## src/rtl/core/hgj_mul.sv

```systemverilog
// Shared 32x32 unsigned multiplier with a registered 64-bit product.
`default_nettype none

module hgj_mul (
    input  wire logic        aclk,
    input  wire logic [31:0] mul_a,
    input  wire logic [31:0] mul_b,
    output logic      [63:0] mul_p
);

    logic [63:0] prod_reg;

    // One multiply per cycle, product ready the next cycle
    always_ff @(posedge aclk) begin
        prod_reg <= 64'(mul_a) * 64'(mul_b);
    end

    assign mul_p = prod_reg;

endmodule

`default_nettype wire

```

## config.mk

```make
export PLATFORM = sky130hd
export DESIGN_NAME = hgj_mul
export DESIGN_NICKNAME = d
export VERILOG_FILES = /design/src/rtl/core/hgj_mul.sv
export SDC_FILE = /design/constraint.sdc
export NUM_CORES = 2
export LEC_CHECK = 0
export BUFFER_PORTS_ARGS = -buffer_cell sky130_fd_sc_hd__buf_2
export CORE_AREA = 2 2 278 280
export DETAILED_ROUTE_END_ITERATION = 10
export DIE_AREA = 0 0 280 282
export PLACE_DENSITY_LB_ADDON = 0.15
export SYNTH_ARGS = -nofsm -noshare
export SYNTH_HDL_FRONTEND = slang
export SYNTH_SLANG_ARGS = --single-unit
```

## constraint.sdc

```tcl
create_clock -name aclk -period 20.7 [get_ports aclk]
set_input_delay 4.14 -clock aclk [delete_from_list [all_inputs] [get_ports aclk]]
set_output_delay 4.14 -clock aclk [all_outputs]
set_load 0.03 [all_outputs]
```

* Word level (Yosys, flattened, before mapping)
Cells that the tools add are included.
** Storage, ports and cells
- Flip-flop bits (word level) :: 64
- Logic and storage cells :: 2
** Cells by class
- Multipliers :: 1
** Operators with widths (count)
- $mul 32x32->64 :: 1

* Depth between registers and ports, before layout
- Word-level depth :: 1
- Depth in mapped cells :: 29
- Mapped depth without buffers :: 27

* Least setup slack after synthesis
OpenSTA, ideal clock, no wires.
- Path kind :: input port to flip-flop
- From :: input mul_a[25]
- To :: register prod_reg[62], in the netlist mul_p[62]
- Library setup time :: 72 ps
- Stages on the path :: 25
- Path slack :: 9807 ps
- Data required time :: 20628 ps
- Arrival :: 10821 ps
- Cells stage by stage :: clkbuf_1 > nand2_1 > fa_1 > inv_1 > fa_1 > inv_1 > fa_1 > inv_1 > fa_1 > fa_1 > fa_1 > fa_1 > inv_1 > fa_1 > inv_1 > ha_1 > buf_2 > nand4_1 > or4_1 > or3_1 > a31oi_1 > a31o_2 > a211oi_1 > o21ai_1 > xor2_1
** On the way
- Cells in the longest elaborated chain, start to end :: 1
** Ends and longest elaborated chain
- start, declared :: line 6 : input wire logic [31:0] mul_a,
- $mul 32x32->64 :: line 15 : prod_reg <= 64'(mul_a) * 64'(mul_b);
- end signal, assigned :: line 15
- end, declared :: line 11 : logic [63:0] prod_reg;
Every way passes these cells.

* Final worst setup path
- From :: input mul_a[19]
- To :: register prod_reg[62], in the netlist mul_p[62]
Same word-level chain as after synthesis.

==> results.toml <==
[timing]
rsz0062_at_grt = "false"
slew_headroom = 0.405
max_slew.worst_pin.slew_ps = 893
hold_viol = 0
min_period_ps = 11730
setup-violations-final = 0
fin_tns_setup_ps = 0
post-route-period-util = 0.566
drv_slew = 0
fmax_mhz = 85.3

[worst_setup_path]
crit_slowest_cell = "fa_1"
endpoint_kind = "flip-flop"
path_common_cell = "fa_1"
critPathMaxFanout = 32
critPathKind = "primary input to flip-flop"
cpPeakStageDelay_ps = 690
cp_num_buf_inv = 3
cpLargestDelayFamily = "adder cells"
critPathArrivalTime_ps = 11990
start_kind = "primary input"
path_cells = "buf_2, and2_1, fa_1, fa_1, inv_1, fa_1, fa_1, inv_1, fa_1, fa_1, fa_1, fa_1, ha_1, nand4_1, or4_1, or3_1, a31oi_1, a31o_2, a211oi_1, o21ai_1, xor2_1"
required_ps = 20960

[synth]
synthTopCellsByCount = "fa_1 (896), inv_1 (865), and2_1 (602)"
synthDistinctLibCells = 57
synthAdderAreaFrac = 0.612
yosysWarnings = 0
syn_avg_cell_area_sq_um = 9.25
synth-compound-area-share = 0.0415
async_reset_ff_frac = 0
synthMuxAreaShare = 0.000289
syn_inst = 3748
ys_ff_latch = 64
yosysMostFrequentCell = "fa_1"
synth_edf_count = 0
synth_top_family_by_area = "adder cells"
synth-main-ff-cell = "dfxtp_1"
synth_top_area_frac = 0.517
synth_area_sq_um = 34700
seq_area_frac_synth = 0.0369
ys_top_cells_by_area = "fa_1 (52%), and2_1 (11%), ha_1 (9.5%), inv_1 (9.4%), nand2_1 (5.2%)"
syn_nets = 4972
yosysTopAreaCell = "fa_1"
synth_xor_area_frac = 0.0152
synth_simple_gate_area_frac = 0.176

[hold_path]
hold_depth = 3
min_to = "mul_p[0]"
hold_class = "primary input to flip-flop"
hold_start = "mul_b[0]"

[final_layout]
area_delta_synth_final_pct = 4.07
fillers = 7413
largest_register_ffs = 64
nets = 4900
multi_input_area_sq_um = 29300
final_area_sq_um = 36100
final-seq-area_sq_um = 1280
layout-drive-gt1-share = 0.0462

[detailed_routing]
drt_iter0_drc = 1208
routed_via_density = 5.19
routed_wl_um = 95600
ant_nets = 0
drtPass1Iterations = 5
detail_route.wl_per_cell_um = 20.5
drc_errors = 0
num_vias = 24208

[placement]
numPortBuffers = 128
gp_congestion = 0.874
hpwl_um = 75800
post_dp_cell_area_sq_um = 35800

[clocking]
cts_resized = 0
cts_tree = "yes"
clk_path_buf_depth = 2
cts_root_buffer = "clkbuf_16"
cts.sinks = 64
post_cts_buffers = 0
path_clk_slew_ps = 60
cts_hold_buf = 0
htreeDepth = 3
cts_buffers = 9

[floorplan]
dieArea_sq_um = 79000
core_sq_um = 75700
start_util = 0.458
chipHeight_um = 282
rows = 101
ios = 129
die_x_um = 280

[global_route]
grt_util_all_layers = 0.255
globalRouteOverflowTotal = 0
grt_pass1_vias = 26794
grt_max_degree = 33
antenna_found_initial = 4
grt_pass1_wl_um = 152000

[job]
drv_cap = 0

[outcome]
status = "completed"
-- layer usage --
| metal | global-route usage | routed length, um | vias up |
|---|---|---|---|
| met5 | 0 | 28 | - |
| met4 | 0.0862 | 3890 | 4 |
| met3 | 0.0273 | 3630 | 156 |
| met2 | 0.469 | 50500 | 544 |
| met1 | 0.311 | 37500 | 12805 |
| li1 | - | - | 10699 |
-- cell type report --
cell class                 instances  area share
antenna                            3    0.000208
clock buffer                      10     0.00662
clock inverter                     6     0.00187
inverter                         865      0.0900
multi-input combinational       2599       0.812
sequential                        64      0.0355
tap                              978      0.0339
timing repair buffer             137      0.0196
-- kinds of logic after synthesis --
| family | count (synthesis) |
|---|---|
| XOR/XNOR | 60 |
| buffers and inverters | 1085 |
| multiplexers | 1 |
| flip-flops | 64 |
| adder cells (fa/ha/maj) | 1159 |
| AO/OA/AOI/OAI | 202 |
| AND/OR/NAND/NOR | 1177 |
-- how the worst max path moves through the flow --
stage / startpoint / to / slack [ps] / cells after the start
after floorplan: mul_a[25] / mul_p[62] / 9810 / 25
after global placement: mul_a[28] / mul_p[62] / 8710 / 22
after detailed placement: mul_a[28] / mul_p[62] / 8640 / 22
after CTS: mul_a[28] / mul_p[62] / 8990 / 22
after global routing: mul_a[28] / mul_p[62] / 8610 / 24
final: mul_a[19] / mul_p[62] / 8970 / 21
-- metrics by stage --
stage,util,instances,setup slack [ps],hold WS (ps)
floorplan,-,3748,9810,4270
global placement,0.473,4643,8710,4570
detailed placement,0.473,4643,8640,4570
CTS,0.477,4659,8990,4420
global route,0.477,4659,8610,4430
finish,0.477,4662,8970,4430
-- cells in the final DEF (no fill, tap or decap), drive strengths merged, types with 4 or more instances in the layout --
master  count
a21o       40
a21oi      66
a221o       4
a221oi      4
a31oi      12
and2      602
and3       14
buf       137
clkbuf     10
dfxtp      64
fa        896
ha        263
inv       866
nand2     480
nand3      10
nand4      23
nor2       20
nor3        7
o21a        9
o21ai      26
o21bai     11
o31ai       5
xnor2      35
xor2       25
Power is left out: the tool's default activity adds up to more than one toggle a clock period on the data nets, which glitch-free logic cannot reach.
